**src/rtl/qdsk_pkg.sv**
```systemverilog
package qdsk_pkg;

  typedef enum logic [1:0] {
    REG_DIRECTION = 2'd0,
    REG_STEP_RPM  = 2'd1,
    REG_MIN_RPM   = 2'd2,
    REG_MAX_RPM   = 2'd3
  } reg_index_t;

  localparam logic KIND_SAMPLE = 1'b0;
  localparam logic KIND_TAKE   = 1'b1;

  localparam int CFG_DATA_W = 16;

  localparam logic signed [15:0] COUNT_MAX = 16'sh7fff;
  localparam logic signed [15:0] COUNT_MIN = -16'sh8000;
  localparam logic signed [4:0]  SUB_UP    = 5'sd4;
  localparam logic signed [4:0]  SUB_DOWN  = -5'sd4;

  typedef struct packed {
    logic kind;
    logic pin_a;
    logic pin_b;
  } sample_t;

  typedef struct packed {
    logic        [15:0] target_rpm;
    logic signed [15:0] pending_detents;
    logic signed [15:0] taken_detents;
  } result_t;

  typedef struct packed {
    logic signed [1:0]  direction;
    logic        [11:0] step_rpm;
    logic        [15:0] min_rpm;
    logic        [15:0] max_rpm;
  } cfg_t;

  // decoder state carried between items
  typedef struct packed {
    logic        [1:0]  last_pins;
    logic               last_known;
    logic signed [3:0]  substep_sum;
    logic signed [15:0] detent_count;
  } quad_state_t;

  // x4 step for {previous pins, current pins}
  function automatic logic signed [1:0] quad_step(input logic [3:0] idx);
    logic signed [1:0] s;
    case (idx)
      4'd1, 4'd7, 4'd8, 4'd14: s = -2'sd1;
      4'd2, 4'd4, 4'd11, 4'd13: s = 2'sd1;
      default: s = 2'sd0;
    endcase
    return s;
  endfunction

endpackage

```
**src/rtl/qdsk_cfg.sv**
```systemverilog
module qdsk_cfg (
  input  logic                   clk,
  input  logic                   rst,
  input  logic                   cfg_valid,
  output logic                   cfg_ready,
  input  logic [1:0]             cfg_index,
  input  logic [15:0]            cfg_data,
  output qdsk_pkg::cfg_t         cfg
);
  import qdsk_pkg::*;

  assign cfg_ready = 1'b1;

  always_ff @(posedge clk) begin
    if (rst) begin
      cfg.direction <= 2'sd1;
      cfg.step_rpm  <= 12'd50;
      cfg.min_rpm   <= 16'd0;
      cfg.max_rpm   <= 16'hffff;
    end else if (cfg_valid) begin
      case (reg_index_t'(cfg_index))
        REG_DIRECTION: cfg.direction <= $signed(cfg_data[1:0]);
        REG_STEP_RPM:  cfg.step_rpm  <= cfg_data[11:0];
        REG_MIN_RPM:   cfg.min_rpm   <= cfg_data;
        REG_MAX_RPM:   cfg.max_rpm   <= cfg_data;
        default: ;
      endcase
    end
  end

endmodule

```
**src/rtl/qdsk_quad.sv**
```systemverilog
module qdsk_quad (
  input  qdsk_pkg::quad_state_t cur,
  input  logic                  kind,
  input  logic [1:0]            pins,
  input  logic signed [1:0]     direction,
  output qdsk_pkg::quad_state_t upd
);
  import qdsk_pkg::*;

  logic signed [1:0] step;
  logic signed [4:0] dir_ext;
  logic signed [4:0] sum;

  assign step    = quad_step({cur.last_pins, pins});
  assign dir_ext = 5'(direction);

  always_comb begin
    upd = cur;
    sum = 5'(cur.substep_sum);
    if (!cur.last_known) begin
      upd.last_pins  = pins;
      upd.last_known = 1'b1;
    end else if (kind == KIND_SAMPLE) begin
      if (step != 2'sd0) begin
        sum = (step > 2'sd0) ? 5'(cur.substep_sum) + dir_ext
                             : 5'(cur.substep_sum) - dir_ext;
        if (sum >= SUB_UP) begin
          if (cur.detent_count != COUNT_MAX) upd.detent_count = cur.detent_count + 16'sd1;
          upd.substep_sum = 4'sd0;
        end else if (sum <= SUB_DOWN) begin
          if (cur.detent_count != COUNT_MIN) upd.detent_count = cur.detent_count - 16'sd1;
          upd.substep_sum = 4'sd0;
        end else begin
          upd.substep_sum = sum[3:0];
        end
      end else if (pins == cur.last_pins) begin
        upd.substep_sum = 4'sd0;
      end
      upd.last_pins = pins;
    end
  end

endmodule

```
**src/rtl/qdsk_clamp.sv**
```systemverilog
module qdsk_clamp (
  input  logic [15:0]        setpoint,
  input  logic signed [15:0] taken,
  input  qdsk_pkg::cfg_t     cfg,
  output logic [15:0]        setpoint_next
);
  import qdsk_pkg::*;

  logic signed [28:0] delta;
  logic signed [29:0] sum;
  logic signed [29:0] lo;
  logic signed [29:0] hi;

  assign delta = taken * $signed({1'b0, cfg.step_rpm});
  assign sum   = $signed({14'd0, setpoint}) + 30'(delta);
  assign lo    = $signed({14'd0, cfg.min_rpm});
  assign hi    = $signed({14'd0, cfg.max_rpm});

  always_comb begin
    // a zero take leaves the setpoint as it is, even outside the limits
    if (taken == 16'sd0)  setpoint_next = setpoint;
    else if (sum < lo)    setpoint_next = cfg.min_rpm;
    else if (sum > hi)    setpoint_next = cfg.max_rpm;
    else                  setpoint_next = sum[15:0];
  end

endmodule

```
**src/rtl/quadrature_detent_setpoint_knob.sv**
```systemverilog
// Quadrature detent set-point knob.
// sample channel: each item is a pin sample (kind 0) or a take request
// (kind 1) carrying pin_a/pin_b. result channel: one item per sample item
// with the clamped target rpm, the pending detent count and the detents
// moved by a take.
// cfg channel: write-only, always ready; index 0 direction, 1 step_rpm,
// 2 min_rpm, 3 max_rpm. Write only while no item is in flight.
// An accepted item is held in the input register, then registered onto result
// and stays valid there until taken (one input register, one result register).
// Throughput: one item per cycle while result is not stalled; the decoder
// update and the multiply-add-clamp of a take fit between the two registers.
// A stalled result holds in its register; the input register still takes
// one more item, after which sample_ready follows result_ready.
// Reset: pin history unknown (first item only records the pins), substep
// and detent count zero, target rpm DEFAULT_RPM, registers at defaults.
module quadrature_detent_setpoint_knob #(
  parameter logic [15:0] DEFAULT_RPM = 16'd1500
) (
  input  logic                clk,
  input  logic                rst,
  input  logic                sample_valid,
  output logic                sample_ready,
  input  qdsk_pkg::sample_t   sample,
  output logic                result_valid,
  input  logic                result_ready,
  output qdsk_pkg::result_t   result,
  input  logic                cfg_valid,
  output logic                cfg_ready,
  input  logic [1:0]          cfg_index,
  input  logic [15:0]         cfg_data
);
  import qdsk_pkg::*;

  cfg_t        cfg;
  sample_t     held;
  logic        held_full;
  logic        advance;
  quad_state_t qstate;
  quad_state_t qstate_next;
  quad_state_t qstate_keep;
  logic [15:0] setpoint;
  logic [15:0] setpoint_next;
  logic signed [15:0] taken;

  qdsk_cfg u_cfg (
    .clk       (clk),
    .rst       (rst),
    .cfg_valid (cfg_valid),
    .cfg_ready (cfg_ready),
    .cfg_index (cfg_index),
    .cfg_data  (cfg_data),
    .cfg       (cfg)
  );

  qdsk_quad u_quad (
    .cur       (qstate),
    .kind      (held.kind),
    .pins      ({held.pin_b, held.pin_a}),
    .direction (cfg.direction),
    .upd       (qstate_next)
  );

  assign taken = (held.kind == KIND_TAKE) ? qstate_next.detent_count : 16'sd0;

  // a take moves the whole count out
  always_comb begin
    qstate_keep = qstate_next;
    if (held.kind == KIND_TAKE) qstate_keep.detent_count = 16'sd0;
  end

  qdsk_clamp u_clamp (
    .setpoint      (setpoint),
    .taken         (taken),
    .cfg           (cfg),
    .setpoint_next (setpoint_next)
  );

  assign advance      = held_full && (!result_valid || result_ready);
  assign sample_ready = !held_full || advance;

  always_ff @(posedge clk) begin
    if (rst) begin
      held_full           <= 1'b0;
      result_valid        <= 1'b0;
      qstate.last_pins    <= 2'd0;
      qstate.last_known   <= 1'b0;
      qstate.substep_sum  <= 4'sd0;
      qstate.detent_count <= 16'sd0;
      setpoint            <= DEFAULT_RPM;
    end else begin
      if (sample_valid && sample_ready) begin
        held      <= sample;
        held_full <= 1'b1;
      end else if (advance) begin
        held_full <= 1'b0;
      end

      if (advance) begin
        qstate   <= qstate_keep;
        setpoint <= setpoint_next;
        result.target_rpm      <= setpoint_next;
        result.pending_detents <= qstate_keep.detent_count;
        result.taken_detents   <= taken;
        result_valid           <= 1'b1;
      end else if (result_ready) begin
        result_valid <= 1'b0;
      end
    end
  end

endmodule

```
**config.mk**
```make
export PLATFORM = sky130hd
export DESIGN_NAME = quadrature_detent_setpoint_knob
export DESIGN_NICKNAME = d
export VERILOG_FILES = /design/src/rtl/qdsk_pkg.sv /design/src/rtl/qdsk_cfg.sv /design/src/rtl/qdsk_quad.sv /design/src/rtl/qdsk_clamp.sv /design/src/rtl/quadrature_detent_setpoint_knob.sv
export SDC_FILE = /design/constraint.sdc
export NUM_CORES = 1
export LEC_CHECK = 0
export ABC_AREA = 1
export BUFFER_PORTS_ARGS = -buffer_cell sky130_fd_sc_hd__buf_4
export CAP_MARGIN = 10
export CORE_MARGIN = 2
export CORE_UTILIZATION = 45
export CTS_CLUSTER_DIAMETER = 200
export DETAILED_ROUTE_END_ITERATION = 6
export GPL_TIMING_DRIVEN = 0
export SLEW_MARGIN = 20
export SYNTH_ARGS = -nofsm -noshare
export SYNTH_HDL_FRONTEND = slang
export SYNTH_SLANG_ARGS = --single-unit
```
**constraint.sdc**
```tcl
create_clock -name clk -period 10.9 [get_ports clk]
set_clock_uncertainty 0.2 [all_clocks]
set_input_delay 1.635 -clock clk [delete_from_list [all_inputs] [get_ports clk]]
set_output_delay 1.635 -clock clk [all_outputs]
set_load 0.05 [all_outputs]
```
# ---- Word level (Yosys, flattened, before mapping)
# Memories as Yosys holds them, arrays and structs flattened.
# Index checks and enable logic that the tools add are counted.
dict set report classes {
  n_eq_ne 7
  n_reduce_logical 20
  n_lt_le_gt_ge 5
  n_addsub 5
  multipliers 1
  mux 22
  bitwise_logic 2
}
# operator count
set ops {}
lappend ops {{16-bit 2-to-1 mux} 11}
lappend ops {{16-bit inequality test, second input constant} 2}
lappend ops {{17-bit by 29-bit adder with 30-bit output} 1}
lappend ops {{30-bit by 17-bit greater-than comparator with 1-bit output} 1}
lappend ops {{30-bit by 17-bit less-than comparator with 1-bit output} 1}
lappend ops {{16-bit by 13-bit multiplier with 29-bit output} 1}
lappend ops {{20-bit 2-to-1 mux} 1}
lappend ops {{16-bit by 2-bit adder with 16-bit output, second input constant} 1}
lappend ops {{16-bit zero test} 1}
lappend ops {{16-bit by 2-bit subtractor with 16-bit output, second input constant} 1}
lappend ops {{2-bit AND reduction} 7}
lappend ops {{4-bit 2-to-1 mux} 3}
lappend ops {{2-bit nonzero test} 4}
lappend ops {{4-bit by 2-bit adder with 5-bit output} 1}
lappend ops {{5-bit by 4-bit >= comparator with 1-bit output, second input constant} 1}
lappend ops {{5-bit by 3-bit less-or-equal comparator with 1-bit output, second input constant} 1}
lappend ops {{5-bit 2-to-1 mux} 1}
lappend ops {{4-bit by 2-bit subtractor with 5-bit output} 1}
lappend ops {{2-bit == test, second input constant} 2}
lappend ops {{1-bit 2-to-1 mux} 4}
lappend ops {{2-bit 2-to-1 mux} 2}
lappend ops {{4-bit AND reduction} 1}
lappend ops {{2-bit by 1-bit == test with 1-bit output, second input constant} 1}
lappend ops {{2-bit == test} 1}
lappend ops {{other kinds (7)} 11}
dict set report totals {
  inputBits 26
  register_bits 138
  romBits 32
  elab_cells 80
  mem_count 1
}
# name words width read_ports rd_ports_with_merged_regs wr line_no
set mem_list {}
lappend mem_list {{(no name shown)} 16 2 1 0 0 qdsk_pkg.sv:50} ;# case (idx)

# ---- Longest topological paths before layout
# Gate-level depths: netlist (run 1).
# An unclocked memory read counts as a cell.
dict set report depth {
  depth_word 16
  depth_mapped 63
  depth_no_buf 62
}

# ---- Hierarchy
# From an unflattened synthesis (run 1), not the netlist that was laid out.
dict set report unflattened {
  cells_unflattened 2531
  hier_area_um2 17583.1
}
# mod cells_per_inst area_per_inst_um2 instances
set modules_own_cells {}
lappend modules_own_cells {qdsk_clamp 1565 10628.9 1}
lappend modules_own_cells {quadrature_detent_setpoint_knob 358 3450.8 1}
lappend modules_own_cells {qdsk_cfg 261 1793.0 1}
lappend modules_own_cells {qdsk_quad 347 1710.4 1}

# ---- Least setup slack after synthesis (run 1)
# Ideal clock, no wire load.
dict set report synth_timing {
  path_type {register to register}
  startpoint {register held[0] in the netlist's numbering}
  endpoint {register result[34] in the netlist's numbering, data pin}
  stages_incl_launch_ff 54
  t_arrival_ps 8511
  setup_slack_ps 1933
  synth_period_minus_slack_ps 8967
  t_required_ps 10444
  cell_sequence {edfxtp_1 inv_1 ha_1 xor2_1 nand2_1 nand3_1 o21ai_0 inv_1 fa_1 xor2_1 a21oi_1 nand2_2 nand4_1 o21ai_0 nand3_1 nand3_2 nor2_1 fa_1 [... 18 more ...] nand2_1 nand2_1 xor2_1 ha_1 nand4_1 nor3_1 nand2_1 o2111ai_1 nand3_1 nand2_1 nand2_1 nand3_2 nand2_2 buf_6 nand2_1 nand3_1 nand3_1 nand2_2}
}
dict set report synth_via {
  elab_chain_cells 16
  elab_cells_between_ends 20
}
# element line_no
set synth_lines {}
lappend synth_lines {{start, declared} quadrature_detent_setpoint_knob.sv:35} ;# sample_t held;
lappend synth_lines {{start signal, assigned} quadrature_detent_setpoint_knob.sv:92} ;# held <= sample;
lappend synth_lines {{memory read 16 x 2 bit *} --}
lappend synth_lines {{2-bit by 1-bit greater-than comparator with 1-bit output} qdsk_quad.sv:25} ;# sum = (step > 2'sd0) ? 5'(cur.substep_sum) + dir_ext
lappend synth_lines {{5-bit 2-to-1 mux} qdsk_quad.sv:25}
lappend synth_lines {{5-bit by 3-bit less-or-equal comparator with 1-bit output} qdsk_quad.sv:30} ;# end else if (sum <= SUB_DOWN) begin
lappend synth_lines {{16-bit 2-to-1 mux} qdsk_quad.sv:30}
lappend synth_lines {{20-bit 2-to-1 mux} qdsk_quad.sv:27} ;# if (sum >= SUB_UP) begin
lappend synth_lines {{16-bit 2-to-1 mux *} qdsk_quad.sv:24} ;# if (step != 2'sd0) begin
lappend synth_lines {{16-bit 2-to-1 mux *} qdsk_quad.sv:23} ;# end else if (kind == KIND_SAMPLE) begin
lappend synth_lines {{16-bit 2-to-1 mux *} qdsk_quad.sv:20} ;# if (!cur.last_known) begin
lappend synth_lines {{16-bit 2-to-1 mux *} quadrature_detent_setpoint_knob.sv:63} ;# assign taken = (held.kind == KIND_TAKE) ? qstate_next.detent_count : 16'sd0;
lappend synth_lines {{16-bit by 13-bit multiplier with 29-bit output} qdsk_clamp.sv:14} ;# assign delta = taken * $signed({1'b0, cfg.step_rpm});
lappend synth_lines {{17-bit by 29-bit adder with 30-bit output} qdsk_clamp.sv:15} ;# assign sum = $signed({14'd0, setpoint}) + 30'(delta);
lappend synth_lines {{30-bit by 17-bit greater-than comparator with 1-bit output} qdsk_clamp.sv:23} ;# else if (sum > hi) setpoint_next = cfg.max_rpm;
lappend synth_lines {{16-bit 2-to-1 mux} qdsk_clamp.sv:23}
lappend synth_lines {{16-bit 2-to-1 mux} qdsk_clamp.sv:22} ;# else if (sum < lo) setpoint_next = cfg.min_rpm;
lappend synth_lines {{16-bit 2-to-1 mux *} qdsk_clamp.sv:21} ;# if (taken == 16'sd0) setpoint_next = setpoint;
lappend synth_lines {{via setpoint_next[2]} quadrature_detent_setpoint_knob.sv:42} ;# logic [15:0] setpoint_next;
lappend synth_lines {{end, declared} quadrature_detent_setpoint_knob.sv:26} ;# output qdsk_pkg::result_t result,
# The timed path passes the listed nets; every way through them passes the cells marked *.
# A chain may end at the register's enable or synchronous reset.

# ---- Worst setup path after layout (run 1)
dict set report layout_timing {
  startpoint {register held[0] in the netlist's numbering}
  endpoint {register setpoint[13]}
}
dict set report layout_via {
  elab_chain_cells 16
  elab_cells_between_ends 20
}
# element line_no
set layout_lines {}
lappend layout_lines {{memory read 16 x 2 bit *} --}
lappend layout_lines {{2-bit by 1-bit greater-than comparator with 1-bit output} qdsk_quad.sv:25}
lappend layout_lines {{5-bit 2-to-1 mux} qdsk_quad.sv:25}
lappend layout_lines {{5-bit by 3-bit less-or-equal comparator with 1-bit output} qdsk_quad.sv:30}
lappend layout_lines {{16-bit 2-to-1 mux} qdsk_quad.sv:30}
lappend layout_lines {{20-bit 2-to-1 mux} qdsk_quad.sv:27}
lappend layout_lines {{16-bit 2-to-1 mux *} qdsk_quad.sv:24}
lappend layout_lines {{16-bit 2-to-1 mux *} qdsk_quad.sv:23}
lappend layout_lines {{16-bit 2-to-1 mux *} qdsk_quad.sv:20}
lappend layout_lines {{16-bit 2-to-1 mux *} quadrature_detent_setpoint_knob.sv:63}
lappend layout_lines {{via taken[5]} quadrature_detent_setpoint_knob.sv:43} ;# logic signed [15:0] taken;
lappend layout_lines {{16-bit by 13-bit multiplier with 29-bit output} qdsk_clamp.sv:14}
lappend layout_lines {{17-bit by 29-bit adder with 30-bit output} qdsk_clamp.sv:15}
lappend layout_lines {{30-bit by 17-bit greater-than comparator with 1-bit output} qdsk_clamp.sv:23}
lappend layout_lines {{16-bit 2-to-1 mux} qdsk_clamp.sv:23}
lappend layout_lines {{16-bit 2-to-1 mux} qdsk_clamp.sv:22}
lappend layout_lines {{16-bit 2-to-1 mux *} qdsk_clamp.sv:21}
lappend layout_lines {{end signal, assigned} quadrature_detent_setpoint_knob.sv:100} ;# setpoint <= setpoint_next;
lappend layout_lines {{end, declared} quadrature_detent_setpoint_knob.sv:41} ;# logic [15:0] setpoint;
# Marks and branches as above.

==> results.toml, run 1 <==
[die]
die-area_sq_mm = 0.03776
core_sq_mm = 0.03566
rows = 69
io_pins = 77
die_h_um = 194.3
start_util = 0.4572
die_x_um = 194.3

[grt]
globalRouteOverflowTotal = 0
grtUsageTotal = 0.2613
grt_antenna_before_repair = 0
grt_max_degree = 27
grt_pass1_wl_um = 76410
grt_pass1_vias = 13926

[yosys]
synthTopCellsByArea = "fa_1 (24%), nand2_1 (12%), inv_1 (11%), dfxtp_1 (11%), ha_1 (10%)"
synthSimpleGateAreaFrac = 0.2486
async_flop_share = 0
synth_seq_area_share = 0.2008
synth-seq-cells = 138
synth-edff-count = 51
synth_area_sq_mm = 0.01630
synth_common_cells = "nand2_1 (522), inv_1 (485), fa_1 (194)"
synth-xor-area-share = 0.01289
synthMuxAreaShare = 0
ys_types = 43
syn_inst = 2200
synthAdderAreaFrac = 0.3380
synth_top_area_frac = 0.2382
synth-main-ff-cell = "dfxtp_1"
synth_top_family_by_area = "adder cells"
synth-compound-area-share = 0.06831
yosysWarningCount = 0
yosysTopAreaCell = "fa_1"
post-synth-top-count-cell = "nand2_1"
syn-num-nets = 2550
avgSynthCellArea_sq_um = 7.410

[setup_path]
crit_path_frequent_cell = "nand2_1"
required_ns = 11.08
crit_fanout = 10
crit_family = "adder cells"
reg2reg_slack_ns = 0.62
max_stage_delay_ns = 0.55
arrival_ns = 10.47
crit_type = "register to register"
cp_slowest_cell = "fa_1"
reg2reg_depth = 53
crit_buf_inv = 12
cp-start-kind = "register"
end_kind = "register"
worstReg2RegEnd = "setpoint[13]$_SDFFE_PP0P_"
r2r-start = "held[0]$_DFFE_PP_"

[min_path]
min_path_type = "register to register"
hold_path_end = "qstate[16]$_SDFFE_PP0P_"
whs_path_depth = 2
min_from = "qstate[16]$_SDFFE_PP0P_"

[clocking]
clk_latency_ns = 0.44
htreeDepth = 4
cts_tree = "yes"
cts_root_buf = "clkbuf_16"
path_clk_slew_ns = 0.06
numClockSinks = 138
cts_buffer_depth = 2
cts_buffers = 17

[power]
peakVddDrop_mv = 0.1074
p_per_area_mw_per_mm2 = 133.8
p_leak_uw = 0.009768
power_uw = 2486

[status]
status = "finished, violations left"
violations = "DRC"

[routing]
wl_per_cell_um = 17.06
routed-via-count = 14209
drt-pass1-iter-count = 7
routed_wl_um = 47750
vias_per_cell = 5.076
drc = 4
final_antenna_net_count = 0
detail_route.iter0.violations = 973

[timing]
finalCritPeriodShare = 0.9434
max_slew_margin = 0.2877
max_freq_mhz = 97.24
hold-worst-slack_ns = 0.2713
setup_violations = 0
worst_slew_pin_slew_ns = 1.060
hold_viol_final = 0
period_minus_slack_ns = 10.28
slew_violations = 0

[layout]
stdcell_area_sq_mm = 0.01858
fillers = 3515
antenna_cells = 0
nNetsFinal = 2675
area_growth_pct = 13.98
drive_gt1_frac = 0.1056

[run]
max_cap_violations = 0

[place]
portBuffers = 74
hpwl_um = 38890
postPlaceCellArea_sq_mm = 0.01746
gp_congestion = 0.9185
-- cell usage in the layout (no fill, tap or decap), types with 8 or more instances in the layout --
master	Yosys	final
nand3_2	12	14
clkinvlp_4	0	13
clkbuf_16	0	17
o21ai_1	4	8
fa_1	194	193
a21oi_1	116	116
inv_1	485	475
buf_4	2	107
o21ai_0	77	73
ha_1	130	128
nand3_1	144	136
nor3_1	13	12
edfxtp_1	51	51
nor2_1	191	189
nand2_2	21	20
xor2_1	18	12
clkbuf_1	34	36
nand2_1	522	519
dfxtp_1	87	87
nand4_1	25	25
-- cells by family (layout without fill, tap and decap cells) --
logic type      after synthesis  after routing
flops                       138            138
simple gates                950            950
other cells                   1              1
xor+xnor                     24             24
buf+inv                     551            689
compound gates              212            212
fa+ha+maj                   324            324
-- cell type report --
class / instances / area, sq um / share of cell area
clock buffers: 19 / 432.9 / 0.02330
clock inverters: 13 / 166.4 / 0.008956
plain buffers: 56 / 280.3 / 0.01508
multi-input cells: 1511 / 11140 / 0.5995
inverters: 495 / 1904 / 0.1025
repair buffers: 106 / 808.3 / 0.04350
well taps: 461 / 576.8 / 0.03104
flip-flops and latches: 138 / 3273 / 0.1761
-- report_power, final --
group          leakage (uW)  switching [uW]  internal [uW]
clock              0.000286             266            363
combinational       0.00829             841            418
sequential          0.00120            19.9            578
total               0.00977            1130           1360
-- layer usage --
| layer | GRT usage | part of all wire |
|---|---|---|
| met1 | 0.3540 | 0.45 |
| met2 | 0.4378 | 0.48 |
| met3 | 0.04043 | 0.051 |
| met4 | 0.06838 | 0.022 |
| met5 | 0 | 0 |
-- sequential cells by signal (all words and copies together), names as in the netlist --
register and cells:
held 3, held_full 1, qstate 23, result 48, result_valid 1, setpoint 16, u_cfg.cfg 46
-- worst min-delay path: cells and delay by family (launching register included) --
kind / cells / cell delay (ns)
DFF: 1 / 0.31
and+or+nand+nor: 1 / 0.06
AOI/OAI and AO/OA: 1 / 0.06
-- through the flow --
stage               cells  worst slack (ns)    util  TNS (ns)
global route         2799          -0.01855  0.5211  -0.04733
global placement     2735           0.04290  0.4890         0
CTS                  2768           0.01722  0.5070         0
finish               2799            0.6164  0.5211         0
floorplan            2200             1.933       -         0
detailed placement   2736          -0.01228  0.4897  -0.01228
-- how the worst max path moves through the flow --
| stage | start | to | slack (ns) | depth (start not counted) |
|---|---|---|---|---|
| 2_1_floorplan | held[0]$_DFFE_PP_ | result[34]$_DFFE_PP_ | 1.93 | 53 |
| 3_3_place_gp | held[0]$_DFFE_PP_ | result[41]$_DFFE_PP_ | 0.04 | 46 |
| 3_5_place_dp | held[0]$_DFFE_PP_ | result[41]$_DFFE_PP_ | -0.01 | 49 |
| 5_1_grt | held[0]$_DFFE_PP_ | setpoint[11]$_SDFFE_PP0P_ | -0.02 | 56 |
| 4_1_cts | held[0]$_DFFE_PP_ | result[41]$_DFFE_PP_ | 0.02 | 46 |
| 6_report | held[0]$_DFFE_PP_ | setpoint[13]$_SDFFE_PP0P_ | 0.62 | 53 |
-- timing repair --
item	CTS	global route
hold buffers	0	0
resized for setup	3	57
endpoints found under the setup margin	3	32
buffers inserted	0	31
pin swaps	0	4
(Power assumes the default switching activity.)
==> inputs of run 2 (changes only) <==
Settings changed: SYNTH_HIERARCHICAL set to 1.
==> run 2 against run 1 <==
Sequential cell count unchanged. Final area up 7.7%. First-iteration DRC count up 14%. The run now ends clean. Critical path depth up 6. Critical endpoint is now setpoint[14]$_SDFFE_PP0P_.
==> results.toml, run 2 <==
[status]
status = "finished clean"

[timing]
max_slew_margin = 0.3535
fin_ws_ns = 0.5939
slew_violations = 0
period_minus_slack_ns = 10.31
setup_violations = 0
max_freq_mhz = 97.03
finalCritPeriodShare = 0.9455
hold-worst-slack_ns = 0.2916
hold_viol_final = 0
worst_slew_pin_slew_ns = 0.9697

[power]
power_uw = 2612
p_leak_uw = 0.01163
peakVddDrop_mv = 0.1241
p_per_area_mw_per_mm2 = 130.5

[clocking]
holdBufCountCts = 0
numClockSinks = 138
cts_buffers = 17
path_clk_slew_ns = 0.06
htreeDepth = 4
cts_tree = "yes"
clk_latency_ns = 0.43
cts_root_buf = "clkbuf_16"
cts_buffer_depth = 2

[setup_path]
crit_type = "register to register"
cp-start-kind = "register"
crit_path_frequent_cell = "nand2_1"
end_kind = "register"
required_ns = 11.03
cp_slowest_cell = "fa_2"
crit_fanout = 10
max_stage_delay_ns = 0.60
arrival_ns = 10.43

[place]
gp_congestion = 0.9230
portBuffers = 74
place_ws_ns = -0.2934
hpwl_um = 41470

[die]
start_util = 0.4550
rows = 72
io_pins = 77
core_sq_mm = 0.03865
die-area_sq_mm = 0.04067
die_x_um = 201.7
die_h_um = 201.7

[yosys]
synthTopCellsByArea = "fa_1 (22%), nand2_1 (16%), inv_1 (13%), dfxtp_1 (9.9%), ha_1 (9.3%)"
post-synth-top-count-cell = "nand2_1"
synth-edff-count = 51
synth_area_sq_mm = 0.01758
synth_top_area_frac = 0.2209
avgSynthCellArea_sq_um = 6.947
synth_seq_area_share = 0.1862
async_flop_share = 0
syn_inst = 2531
synth-seq-cells = 138
synth-main-ff-cell = "dfxtp_1"
synth_common_cells = "nand2_1 (766), inv_1 (599), fa_1 (194)"
syn-num-nets = 2881
yosysTopAreaCell = "fa_1"
ys_types = 48
yosysWarningCount = 6

[layout]
area_growth_pct = 13.83
fin_util = 0.5179
nNetsFinal = 3006
drive_gt1_frac = 0.1218
layout_common_cells = "nand2_1 (763), inv_1 (586), fa_1 (192)"
largestRegisters = "result (48), u_cfg/cfg (46), qstate (23)"
final_common_cell = "nand2_1"
fillers = 3872
regMostFlops = "result"
largest_reg_flops = 48
antenna_cells = 0

[grt]
grt_pass1_wl_um = 81670
grt_pass1_vias = 15396
grt_antenna_before_repair = 0
grtUsageTotal = 0.2563
globalRouteOverflowTotal = 0
grt_max_degree = 32

[run]
max_cap_violations = 0

[routing]
vias_per_cell = 4.918
drc = 0
drt-pass1-iter-count = 5
wl_per_cell_um = 15.85
detail_route.iter0.violations = 1111
final_antenna_net_count = 0
routed-via-count = 15674
routed_wl_um = 50510

[min_path]
min_path_type = "register to register"
## run 2: cell types whose count changed after synthesis, sizes merged, moves of 18 or more
cell	change
buf	+25
o21ai	-65
a21oi	-50
nand2	+240
nand3	+18
inv	+135
## run 2: worst paths after layout
check             cells after the start                      from  slack (ns)                        end
setup / recovery                     59         held[1]$_DFFE_PP_        0.59  setpoint[14]$_SDFFE_PP0P_
hold / removal                        2  setpoint[6]$_SDFFE_PP1P_        0.29   setpoint[6]$_SDFFE_PP1P_
setup reg to reg                     59         held[1]$_DFFE_PP_        0.59  setpoint[14]$_SDFFE_PP0P_
hold reg to reg                       2  setpoint[6]$_SDFFE_PP1P_        0.29   setpoint[6]$_SDFFE_PP1P_
## run 2: repair_timing
item / in CTS / in global routing
setup buffers: 1 / 37
setup endpoints to repair: 29 / 32
gates resized for setup: 11 / 85
pin swaps: 1 / 12
## run 2: worst max-delay path, delay by kind of cell (launching register included)
| family | cells | cell delay, ns |
|---|---|---|
| fa+ha+maj | 10 | 4.33 |
| simple gates | 28 | 2.75 |
| buf+inv | 15 | 1.35 |
| compound gates | 5 | 0.86 |
| flops | 1 | 0.46 |
| xor+xnor | 1 | 0.23 |
## run 2: cell type report
type / instances / area (sq um) / area share
Clock buffer: 19 / 432.9 / 0.02163
Clock inverter: 13 / 117.6 / 0.005876
Buffer: 79 / 450.4 / 0.02251
Inverter: 628 / 2394 / 0.1196
Timing Repair Buffer: 113 / 860.8 / 0.04301
Multi-Input combinational cell: 1679 / 11840 / 0.5915
Sequential cell: 138 / 3273 / 0.1635
Tap cell: 518 / 648.1 / 0.03238
## run 2: metal layers
metal	vias to the layer above	global-route usage	wire length [um]
met5	-	0	0
met4	0	0.07721	1421
met3	70	0.05005	3213
met2	441	0.4185	23140
met1	7399	0.3447	22740
li1	7764	-	-
## run 2: kinds of logic (layout without fill, tap and decap cells)
kind of cell | count (synthesis) | count (layout) | synth area share
other | 2 | 2 | 0.0004271
adders and majority gates | 324 | 324 | 0.3134
xor gates and xnor gates | 21 | 21 | 0.01046
AOI/OAI and AO/OA | 96 | 96 | 0.03024
and+or+nand+nor | 1236 | 1236 | 0.3008
DFF | 138 | 138 | 0.1862
buffers and inverters | 714 | 852 | 0.1585
## run 2: power breakdown
part	switching, uW	leakage, uW	total [uW]	internal, uW
Clock	236	0.000273	552	315
Sequential	28.2	0.00119	608	580
Combinational	953	0.0102	1450	500
Total	1220	0.0116	2610	1400
## run 2: per-stage QoR
stage                     setup TNS (ns)  instance area [sq um]  std cells
after floorplan                        0                  17580       2531
after global placement            -3.610                  18790       3123
after detailed placement          -4.253                  18810       3124
after CTS                              0                  19390       3150
after global routing           -0.005462                  20010       3187
final                                  0                  20010       3187
